## src/design/exponential_search_engine_macros.svh

```systemverilog
// Assertion macros for the exponential search engine.
// Used by design files that carry concurrent checks; needs clk and arst_n in scope.
`ifndef EXPONENTIAL_SEARCH_ENGINE_MACROS_SVH
`define EXPONENTIAL_SEARCH_ENGINE_MACROS_SVH
`ifndef SYNTHESIS
`define ESE_ASSERT_IMPL(label, ante, cons) \
	label: assert property (@(posedge clk) disable iff (!arst_n) (ante) |-> (cons)) \
		else $error("ese check failed");
`define ESE_ASSERT_NEXT(label, ante, cons) \
	label: assert property (@(posedge clk) disable iff (!arst_n) (ante) |=> (cons)) \
		else $error("ese check failed");
`else
`define ESE_ASSERT_IMPL(label, ante, cons)
`define ESE_ASSERT_NEXT(label, ante, cons)
`endif
`endif

```

## src/design/ese_pkg.sv

```systemverilog
// Shared widths, codes and interface structs for the exponential search engine.
// No dependencies.
package ese_pkg;

	localparam int KEY_W = 32;
	localparam int IDX_W = 10;
	localparam int CNT_W = 11;

	localparam logic KIND_WRITE  = 1'b0;
	localparam logic KIND_SEARCH = 1'b1;

	typedef struct packed {
		logic                    start;
		logic signed [KEY_W-1:0] key;
	} ese_req_t;

	typedef struct packed {
		logic             found;
		logic [IDX_W-1:0] match_index;
	} ese_res_t;

endpackage

```

## src/design/ese_ctrl.sv

```systemverilog
// Search sequencer: entry 0 probe, doubling phase, then bisection, with one shared comparator.
// Depends on ese_pkg and exponential_search_engine_macros.svh; reads through ese_store.
`include "exponential_search_engine_macros.svh"
module ese_ctrl #(
	parameter int DEPTH = 1024,
	localparam int AW = (DEPTH > 1) ? $clog2(DEPTH) : 1,
	localparam int IW = ((AW > ese_pkg::CNT_W) ? AW : ese_pkg::CNT_W) + 1
) (
	input  logic                             clk,
	input  logic                             arst_n,
	input  ese_pkg::ese_req_t                req,
	input  logic [IW-1:0]                    n,
	input  logic signed [ese_pkg::KEY_W-1:0] rdata,
	output logic [AW-1:0]                    raddr,
	output logic                             busy,
	output logic                             res_valid,
	input  logic                             res_take,
	output ese_pkg::ese_res_t                res
);

	localparam logic [3:0] S_IDLE = 4'd0;
	localparam logic [3:0] S_W0   = 4'd1;
	localparam logic [3:0] S_C0   = 4'd2;
	localparam logic [3:0] S_WD   = 4'd3;
	localparam logic [3:0] S_CD   = 4'd4;
	localparam logic [3:0] S_BS   = 4'd5;
	localparam logic [3:0] S_BM   = 4'd6;
	localparam logic [3:0] S_WB   = 4'd7;
	localparam logic [3:0] S_CB   = 4'd8;
	localparam logic [3:0] S_RES  = 4'd9;

	logic [3:0]                       state_q;
	logic signed [ese_pkg::KEY_W-1:0] key_q;
	logic [IW-1:0]                    n_q;
	logic [IW-1:0]                    idx_q;
	logic [IW-1:0]                    lo_q;
	logic [IW-1:0]                    hi_q;
	ese_pkg::ese_res_t                res_q;

	logic          eq;
	logic          le;
	logic [IW-1:0] idx_dbl;
	logic [IW-1:0] n_m1;
	logic [IW:0]   mid_sum;
	logic [IW-1:0] mid;

	// shared comparator
	assign eq = (rdata == key_q);
	assign le = (rdata <= key_q);

	assign idx_dbl = {idx_q[IW-2:0], 1'b0};
	assign n_m1    = n_q - IW'(1);
	assign mid_sum = {1'b0, lo_q} + {1'b0, hi_q};
	assign mid     = mid_sum[IW:1];

	always_ff @(posedge clk or negedge arst_n) begin
		if (!arst_n) begin
			state_q <= S_IDLE;
		end else begin
			case (state_q)
				S_IDLE: begin
					if (req.start) begin
						state_q <= (n == '0) ? S_RES : S_W0;
					end
				end
				S_W0: state_q <= S_C0;
				S_C0: begin
					if (eq) begin
						state_q <= S_RES;
					end else begin
						state_q <= (IW'(1) < n_q) ? S_WD : S_BS;
					end
				end
				S_WD: state_q <= S_CD;
				S_CD: begin
					if (le && (idx_dbl < n_q)) begin
						state_q <= S_WD;
					end else begin
						state_q <= S_BS;
					end
				end
				S_BS: state_q <= S_BM;
				S_BM: state_q <= S_WB;
				S_WB: state_q <= S_CB;
				S_CB: begin
					if (eq) begin
						state_q <= S_RES;
					end else if (le) begin
						state_q <= (idx_q == hi_q) ? S_RES : S_BM;
					end else begin
						state_q <= (idx_q == lo_q) ? S_RES : S_BM;
					end
				end
				S_RES: begin
					if (res_take) begin
						state_q <= S_IDLE;
					end
				end
				default: state_q <= S_IDLE;
			endcase
		end
	end

	always_ff @(posedge clk) begin
		case (state_q)
			S_IDLE: begin
				if (req.start) begin
					key_q <= req.key;
					n_q   <= n;
					idx_q <= '0;
					res_q <= '0;
				end
			end
			S_C0: begin
				if (eq) begin
					res_q.found       <= 1'b1;
					res_q.match_index <= '0;
				end else begin
					idx_q <= IW'(1);
				end
			end
			S_CD: begin
				if (le) begin
					idx_q <= idx_dbl;
				end
			end
			S_BS: begin
				lo_q <= idx_q >> 1;
				hi_q <= (idx_q < n_m1) ? idx_q : n_m1;
			end
			S_BM: idx_q <= mid;
			S_CB: begin
				if (eq) begin
					res_q.found       <= 1'b1;
					res_q.match_index <= idx_q[ese_pkg::IDX_W-1:0];
				end else if (le) begin
					lo_q <= idx_q + IW'(1);
				end else begin
					hi_q <= idx_q - IW'(1);
				end
			end
			default: ;
		endcase
	end

	assign raddr     = idx_q[AW-1:0];
	assign busy      = (state_q != S_IDLE);
	assign res_valid = (state_q == S_RES);
	assign res       = res_q;

	`ESE_ASSERT_IMPL(a_start_idle, req.start, state_q == S_IDLE)
	`ESE_ASSERT_IMPL(a_probe_in_count, state_q == S_WD, idx_q < n_q)
	`ESE_ASSERT_IMPL(a_range_ordered, state_q == S_CB, lo_q <= hi_q)
	`ESE_ASSERT_IMPL(a_mid_in_range, state_q == S_CB, idx_q >= lo_q && idx_q <= hi_q)
	`ESE_ASSERT_NEXT(a_res_hold, state_q == S_RES && !res_take, state_q == S_RES && $stable(res_q))

endmodule

```

## config.mk

```make
export PLATFORM = sky130hd
export DESIGN_NAME = ese_ctrl
export DESIGN_NICKNAME = d
export VERILOG_FILES = /design/src/design/ese_pkg.sv /design/src/design/ese_ctrl.sv
export VERILOG_INCLUDE_DIRS = /design/src /design/src/design
export SDC_FILE = /design/constraint.sdc
export NUM_CORES = 1
export LEC_CHECK = 0
export BUFFER_PORTS_ARGS = -buffer_cell sky130_fd_sc_hd__buf_2
export CAP_MARGIN = 20
export CORE_MARGIN = 5
export CORE_UTILIZATION = 62
export DETAILED_ROUTE_END_ITERATION = 10
export PLACE_DENSITY = 0.86
export SETUP_SLACK_MARGIN = 0.3
export SYNTH_ARGS = -nofsm -noshare
export SYNTH_HDL_FRONTEND = slang
export SYNTH_SLANG_ARGS = --single-unit
```

## constraint.sdc

```tcl
create_clock -name clk -period 8.1 [get_ports clk]
set_clock_uncertainty 0.05 [all_clocks]
set_input_delay 0.81 -clock clk [delete_from_list [all_inputs] [get_ports clk]]
set_output_delay 0.81 -clock clk [all_outputs]
set_load 0.02 [all_outputs]
```

---- Word-level counts from Yosys, hierarchy flattened ----
Index checks and enable logic that the tools add are counted.
storage, ports and cells
  register bits ........................... 95
  latch bits .............................. 0
  word-level logic and storage cells ...... 76
  RAM bits ................................ 0
  input bits .............................. 80
  memories ................................ 0
  output and inout port bits .............. 23
  memory bits (read-only) ................. 0
operators by class
  bitwise operators ....................... 0
  divide/modulo/power cells ............... 0
  muxes and demuxes ....................... 26
  multiply operators ...................... 0
  eq/ne operators ......................... 21
  magnitude comparators ................... 4
  reductions and logical operators ........ 13
  shifts and indexed selects .............. 0
  $add $sub $neg .......................... 4
operator list
  kind                                                                   number
  12-bit two-way mux                                                     8
  12-bit one-hot mux with 2 select lines                                 2
  12-bit one-hot mux with 4 select lines                                 1
  4-bit one-hot mux with 10 select lines                                 1
  11-bit two-way mux                                                     3
  11-bit one-hot mux with 3 select lines                                 1
  32-bit == test                                                         1
  32-bit <= comparator                                                   1
  4-bit two-way mux                                                      8
  12-bit == test                                                         2
  12-bit < comparator                                                    2
  12-bit by 1-bit subtractor with 12-bit output (second input constant)  2
  4-bit by 3-bit == test with 1-bit output (second input constant)       4
  2-bit inequality test (second input constant)                          8
  12-bit by 12-bit adder with 13-bit output                              1
  12-bit by 1-bit adder with 12-bit output (second input constant)       1
  12-bit logical NOT                                                     1
  1-bit by 12-bit < comparator with 1-bit output (first input constant)  1
  4-bit by 2-bit == test with 1-bit output (second input constant)       2
  4-bit == test (second input constant)                                  2
  4-bit AND reduction                                                    2
  4-bit nonzero test                                                     2
  3-bit two-way mux                                                      2
  3-bit AND reduction                                                    2
  other kinds (7)                                                        8

---- Logic depth before layout (Yosys ltp) ----
Gate-level depths: netlist of run 1.
  depth in word-level cells ............... 5
  gate-level depth with buffers ........... 13
  gate-level depth less buffers ........... 13

---- Worst setup path after synthesis of run 1 ----
Ideal clock, no wire load.
  kind .................................... input to register
  from .................................... input port rdata[23] (netlist bit)
  to ...................................... register idx_q[0] (enable)
  buffers on the path ..................... 0
  arrival time ............................ 4.379 ns
  stages .................................. 9
  path slack .............................. 3.222 ns
  cells stage by stage .................... ha_1 a21oi_1 o21ai_0 a22o_1 or2_2 o31a_1 a31oi_1 nor2_1 a2111oi_0
on the way
  longest elaborated chain between the ends .. 3
RTL lines
  element                                                 line                            text
  start, declared                                         ese_ctrl.sv:13                  input logic signed [ese_pkg::KEY_W-1:0] rdata,
  32-bit <= comparator or 32-bit == test (tied branches)  ese_ctrl.sv:49, ese_ctrl.sv:48
  2-bit inequality test (no source line)                  --
  4-bit AND reduction (no source line) (*)                --
  end signal, assigned                                    ese_ctrl.sv:124                 idx_q <= idx_dbl;
  end signal, assigned                                    ese_ctrl.sv:131                 S_BM: idx_q <= mid;
  end, declared                                           ese_ctrl.sv:35                  logic [IW-1:0] idx_q;
Mark *: on every way between the ends. The rest lies on a longest branch, timed or not.
A chain may end at the register's enable or synchronous reset.

---- Final worst setup path of run 1 ----
  from .................................... register n_q[2]
  to ...................................... register hi_q[4] (data pin)
on the way
  longest elaborated chain between the ends .. 4
RTL lines
  element                                            line             text
  start, declared                                    ese_ctrl.sv:34   logic [IW-1:0] n_q;
  start signal, assigned                             ese_ctrl.sv:109  n_q <= n;
  12-bit by 1-bit subtractor with 12-bit output (*)  ese_ctrl.sv:52   assign n_m1 = n_q - IW'(1);
  12-bit < comparator                                ese_ctrl.sv:129  hi_q <= (idx_q < n_m1) ? idx_q : n_m1;
  12-bit two-way mux (*)                             ese_ctrl.sv:129
  12-bit one-hot mux with 2 select lines (*)         ese_ctrl.sv:105  case (state_q)
  end signal, assigned                               ese_ctrl.sv:129
  end signal, assigned                               ese_ctrl.sv:139  hi_q <= idx_q - IW'(1);
  end, declared                                      ese_ctrl.sv:37   logic [IW-1:0] hi_q;
Marks and branches as above.

==> results of run 1 <==
-- synthesized netlist by cell type, drive strengths merged (2+ instances only) --
cell type | instances | area, µm²
a2111oi | 2 | 17.5
a211oi | 4 | 30.0
a21o | 13 | 97.6
a21oi | 28 | 140
a221o | 4 | 41.3
a221oi | 6 | 52.6
a31o | 2 | 17.5
a31oi | 3 | 18.8
and2 | 6 | 37.5
and3 | 5 | 31.3
and4 | 2 | 17.5
buf | 17 | 110
clkbuf | 19 | 71.3
dfrtp | 4 | 100
edfxtp | 91 | 2730
ha | 69 | 863
inv | 57 | 214
mux2i | 5 | 50.1
nand2 | 39 | 146
nand2b | 7 | 43.8
nand3 | 14 | 70.1
nand3b | 3 | 22.5
nand4 | 16 | 100
nor2 | 42 | 158
nor2b | 4 | 25.0
nor3 | 28 | 140
nor3b | 2 | 15.0
nor4 | 5 | 31.3
o2111ai | 2 | 17.5
o211a | 2 | 20.0
o211ai | 2 | 15.0
o21a | 5 | 37.5
o21ai | 31 | 155
o21bai | 6 | 45.0
o22ai | 9 | 56.3
o311ai | 3 | 26.3
o31ai | 5 | 37.5
or3 | 11 | 88.8
xnor2 | 43 | 377
xor2 | 8 | 70.1
-- final cells by class --
class / instances / area share [%]
repair buffers: 107 / 7.54
clock inverters: 6 / 1.17
flip-flops and latches: 95 / 39.0
clock buffers: 10 / 1.76
multi-input cells: 452 / 45.3
inverters: 57 / 2.94
well taps: 136 / 2.34
-- sequential cells by signal, indices dropped and copies added (netlist names) --
| name | cells |
|---|---|
| key_q | 32 |
| hi_q | 12 |
| res | 11 |
| state_q | 4 |
| lo_q | 12 |
| n_q | 12 |
| idx_q | 12 |
-- power by group --
group	switching (mW)	total [mW]	leakage (nW)	internal [mW]
clock network	0.173	0.346	0.104	0.173
logic	0.597	1.05	2.07	0.454
registers	0.227	0.959	0.896	0.732
total	0.997	2.36	3.07	1.36
-- path summary, 6_finish.rpt --
kind | to | slack [ns] | depth (start not counted)
min in group clk | key_q[17] | 0.55 | 1
setup reg to reg | hi_q[4] | 4.18 | 12
max in group asynchronous | state_q[0] | 7.70 | 1
setup / recovery | hi_q[4] | 4.18 | 12
hold / removal | state_q[2] | 0.17 | 1
hold reg to reg | state_q[0] | 0.72 | 1
-- metrics by stage --
stage	setup slack [ns]	hold slack (ns)	power, mW	util [%]
2_1_floorplan	3.22	0.464	1.71	-
4_1_cts	4.25	0.169	2.34	70.6
3_5_place_dp	4.22	0.572	1.99	68.5
6_report	4.18	0.170	2.36	70.7
3_3_place_gp	4.27	0.570	1.93	68.5
5_1_grt	3.98	0.169	2.51	70.7
-- worst reg2reg max path, cell delays in order, from the launching register on --
cell and delay, ns:
edfxtp_1 0.46, nor4_1 0.64, nand2_1 0.22, nor4_1 0.29, xnor2_1 0.20, ha_1 0.19
a21o_1 0.11, a21o_1 0.16, a41o_1 0.13, o31ai_1 0.08, a21oi_1 0.59, nor2_1 0.27
a221oi_1 0.35
-- cell families after synthesis --
kind of cell	share of synthesized area, %
AO/OA/AOI/OAI	14.0
XOR/XNOR	6.87
adder cells (fa/ha/maj)	13.6
buffers and inverters	6.08
flip-flops	43.6
multiplexers	0.943
AND/OR/NAND/NOR	14.9
-- metal layers --
| metal | routed length (µm) | share of wire [%] |
|---|---|---|
| met5 | 0 | 0 |
| met4 | 500 | 3.2 |
| met3 | 1270 | 8.0 |
| met2 | 7930 | 50 |
| met1 | 6120 | 39 |
==> metrics, run 1 <==
Top Family by Delay on Critical Path simple AND/OR/NAND/NOR gates; synthesized area around 0.0065 mm²; share of cells above drive strength 1 ~19%; leakage around 3.1 nW; IO buf count roughly 100; worst-margin pin slew between 1 and 1.5 ns; Setup crit start n_q[2]; Crit path largest cell delay between 0.6 and 0.7 ns; DR iter-0 viols around 480; final RePlAce weighted congestion 0.892; core area 0.0103 mm²; M3 GR Usage 4.69%; Worst-path clk slew ~0.10 ns; CTS Sinks 95; CTS tree done; Seq cells post-synth 95; crit path launch type flip-flop; Ys Warns 0; final cell count without fillers 863; final WL about 16,000 µm; Die ar. 0.0126 mm²; # fillers between 700 and 800; TritonCTS Buffers 9; Hold Violations, Final 0; Tcrit/Tclk final approximately half; critical-path maximum fanout 8; clk root buf clkbuf_8; Initial Util between 60% and 70%; Buf/Inv on CP 0; Finished Cell Area between 0.007 and 0.008 mm²; most frequent cells in the layout buf_2 (102), edfxtp_1 (91), ha_1 (69); row cnt 37; placed standard-cell area about 0.007 mm²; relative slew slack 29.9%; post-CTS resize count 0; number of global-route vias before repair 5,575; power density over the cells 324 mW/mm²; pin count of the biggest net entering global routing between 40 and 50; crit-path cells nor4_1 -> nand2_1 -> nor4_1 -> xnor2_1 -> ha_1 -> a21o_1 -> a21o_1 -> a41o_1 -> o31ai_1 -> a21oi_1 -> nor2_1 -> a221oi_1; Fmax around 260 MHz; status finished, final reports clean; cell count after synthesis 640; met2 Usage GRT ~45%; I/O Pins between 100 and 150; GRT Util Overall around a quarter; vias per cell 6.10; H-tree lvl count 3; Final setup viols 0; setup bufs post-CTS 0; ANT cells 0; Avg WL per Cell about 18 µm; Post-CTS Hold Buffers 0; Synth Flop Type edfxtp_1; worst endpoint required time 8.23 ns; RSZ-0062 raised after global routing no; Die Wd 112 µm; DRC errors left 0; Post-Syn Area per Cell 10.2 µm²; synth unique cells a little over 60; Bufs on Longest Clock Path 2; share of async-settable or async-resettable flops after synthesis 4.21%; DP Cell Count between 800 and 900; number of flops mapped to enable cells by yosys ~90; Die Height ~110 µm; vias after detailed routing roughly 5.3k; Worst-Skew Late Latency about 0.38 ns; global-route met1 utilization between 20% and 30%; first-pass GRT wire length roughly 26,000 µm; Worst VDD drop around 150 µV; Max Cap Viol 0; Nets approximately 870; critical path class reg -> reg; sequential share of the synthesized area 43.6%; Critical Path Sink Type flip-flop; drt pass-1 iters 5; Overflow after GRT 0; hold crit path type in -> async; initial antenna violation count 0; syn nets 790; Slew Limit Fails 0; Syn-to-layout area delta 11.8%; Worst Path Arrival between 4 and 5 ns; post-DP HPWL roughly 12,000 µm; register area between 0.002 and 0.003 mm²; most common cell after layout, fill and taps aside buf_2; R2R Path Start n_q[2]; Antenna Violating Nets Remaining 0; critical path's slowest cell nor4_1; setup TNS 0 ns; area of the multi-input gates roughly 0.0033 mm²; Period minus WS final slightly below 4 ns; GRT busiest layer met2
No activity file was read; power rests on OpenSTA's default activity.
==> inputs of run 2 (changes only) <==
Settings changed: ABC_AREA from default to 1, CORE_UTILIZATION 62 to 58, PLACE_DENSITY 0.86 to 0.81.
Clock period 8.1 ns to 4.1 ns, I/O delays scaled along.
==> metrics, run 2 <==
most numerous cell in the Yosys netlist nand2_1; share of cells above drive strength 1 between 10% and 20%; # fillers 871; Worst Path Arrival 3.19 ns; drt pass-1 iters 6; Critical Path Sink Type flip-flop; first-pass GRT wire length ~26,000 µm; Max Cap Viol 0; IO buf count 102; Biggest register key_q; I/O Pins just over 100; pre-CTS setup slack 0.975 ns; post-synth top area share between 40% and 50%; most common cell after layout, fill and taps aside nand2_1; Seq cells post-synth between 90 and 100; Worst-path clk slew around 0.070 ns; CTS tree done; core area between 0.01 and 0.015 mm²; sequential share of the synthesized area between 40% and 50%; NetSw roughly 2.2 mW; setup slack after layout 0.940 ns; row cnt 39; Top Family by Delay on Critical Path simple AND/OR/NAND/NOR gates; most frequent cells in the layout nand2_1 (107), inv_1 (105), buf_2 (102); synthesized area 0.00661 mm²; Slew Limit Fails 0; CTS Sinks 95; setup TNS 0 ns; Nets slightly below 1k; power density over the cells between 600 and 700 mW/mm²; max FFs per register 32; post-DP HPWL approximately 12,000 µm; Post-synth top cells nand2_1 (107), inv_1 (105), edfxtp_1 (91); combinational fraction of design power between 40% and 50%; vias per cell between 5 and 6; final WL between 15,000 and 20,000 µm; Synth area leaders edfxtp_1 (41%), ha_1 (13%), nand2_1 (6.1%); Initial Util about 60%; DR iter-0 viols between 300 and 400; post-CTS resize count 0; Worst VDD drop 396 µV; Tcrit/Tclk final 77.1%; Syn-to-layout area delta 13.0%; leakage roughly 3.4 nW; initial antenna violation count 0; final RePlAce weighted congestion slightly above 0.9; Period minus WS final 3.16 ns; status finished, final reports clean; Die ar. roughly 0.014 mm²; number of global-route vias before repair 5,488; clock network fraction of total power 16.6%; H-tree lvl count 3; Power Internal around 2.8 mW; TritonCTS Buffers 9; Post-Syn Area per Cell about 9.1 µm²; pin count of the biggest net entering global routing 45; critical path class reg -> reg; clk root buf clkbuf_16; top cell type by total area after synthesis edfxtp_1; crit-path cells inv_1 -> ha_1 -> inv_1 -> nor4_4 -> nand3_1 -> xor2_1 -> ha_1 -> nand2_1 -> nor2_1 -> nand2_1 -> o2111ai_4 -> a21oi_1 -> o21ai_1 -> o21ai_1; relative slew slack between 50 and 60%; share of async-settable or async-resettable flops after synthesis under 10%; crit path launch type flip-flop; setup bufs post-CTS 0; Bufs on Longest Clock Path 2; cell count after synthesis roughly 730; vias after detailed routing around 5.5k; Worst-Skew Late Latency 0.35 ns; Overflow after GRT 0; Sw Share about 44%; Die Wd ~120 µm; ANT cells 0; RSZ-0062 raised after global routing no; Crit path largest cell delay about 0.47 ns; Fmax roughly 320 MHz; number of flops mapped to enable cells by yosys 91; Final setup viols 0; Die Height about 120 µm; DRC errors left 0; worst-margin pin slew roughly 0.7 ns; Synth Flop Type edfxtp_1; Hold Violations, Final 0; critical-path maximum fanout 24; critical path's slowest cell edfxtp_1; Ys Warns 0; Avg WL per Cell approximately 16 µm; Buf/Inv on CP 2; hold crit path type in -> reg; synth unique cells 46; GRT Util Overall around a quarter; Antenna Violating Nets Remaining 0; syn nets just under 900; worst endpoint required time ~4.1 ns; Seq pwr share between 30% and 40%
-- run 2: power by group through the flow --
stage	Clock, mW	Combinational, mW	Sequential (mW)
after floorplan	0	1.75	1.77
after global placement	0	2.10	1.87
after detailed placement	0	2.21	1.88
after CTS	0.830	2.23	1.86
after global routing	0.876	2.56	1.90
final	0.824	2.26	1.87
-- run 2: kinds of logic (layout without fill, tap and decap cells) --
family	after synthesis	after routing	share of synthesized area, %
buffers and inverters	141	237	9.24
flip-flops	95	95	42.8
XOR/XNOR	35	35	4.64
adder cells (fa/ha/maj)	70	70	13.4
AO/OA/AOI/OAI	141	141	12.2
AND/OR/NAND/NOR	246	246	17.7
-- run 2: timing repair --
| item | CTS | global route |
|---|---|---|
| endpoints found under the setup margin | 0 | 0 |
| endpoints found under the hold margin | 4 | 0 |
| hold buffers | 1 | 0 |
-- run 2: final cells by class --
cell class | count | area, µm² | area share (%)
clock buffers | 12 | 236 | 3.16
clock inverters | 3 | 45.0 | 0.603
inverters | 115 | 433 | 5.79
multi-input cells | 492 | 3180 | 42.5
flip-flops and latches | 95 | 2830 | 37.9
well taps | 143 | 179 | 2.39
repair buffers | 107 | 571 | 7.64
-- run 2: through the flow --
stage	area [µm²]	power [mW]	instances	hold slack (ns)	utilization, %
finish	7470	4.95	967	0.188	66.3
global route	7470	5.34	967	0.174	66.3
CTS	7440	4.92	966	0.176	66.0
detailed placement	7150	4.10	950	0.164	63.5
global placement	7150	3.96	950	0.164	63.5
floorplan	6610	3.53	728	0.0644	-
-- run 2: path summary, 6_finish.rpt --
kind                             from         end  slack [ns]  cells past startpoint
setup / recovery               n_q[0]     hi_q[1]        0.94                     14
hold reg to reg            state_q[2]  state_q[3]        0.58                      3
setup reg to reg               n_q[0]     hi_q[1]        0.94                     14
min in group asynchronous      arst_n  state_q[0]        0.39                      2
hold / removal                req[11]   key_q[11]        0.19                      1
max in group asynchronous      arst_n  state_q[3]        3.50                      2
-- run 2: metal layers --
layer	track usage, %	wire, µm	vias to the layer above
li1	-	-	2656
met1	28.6	6210	2575
met2	43.8	8290	199
met3	4.82	999	38
met4	10.6	417	0
met5	0	0	-
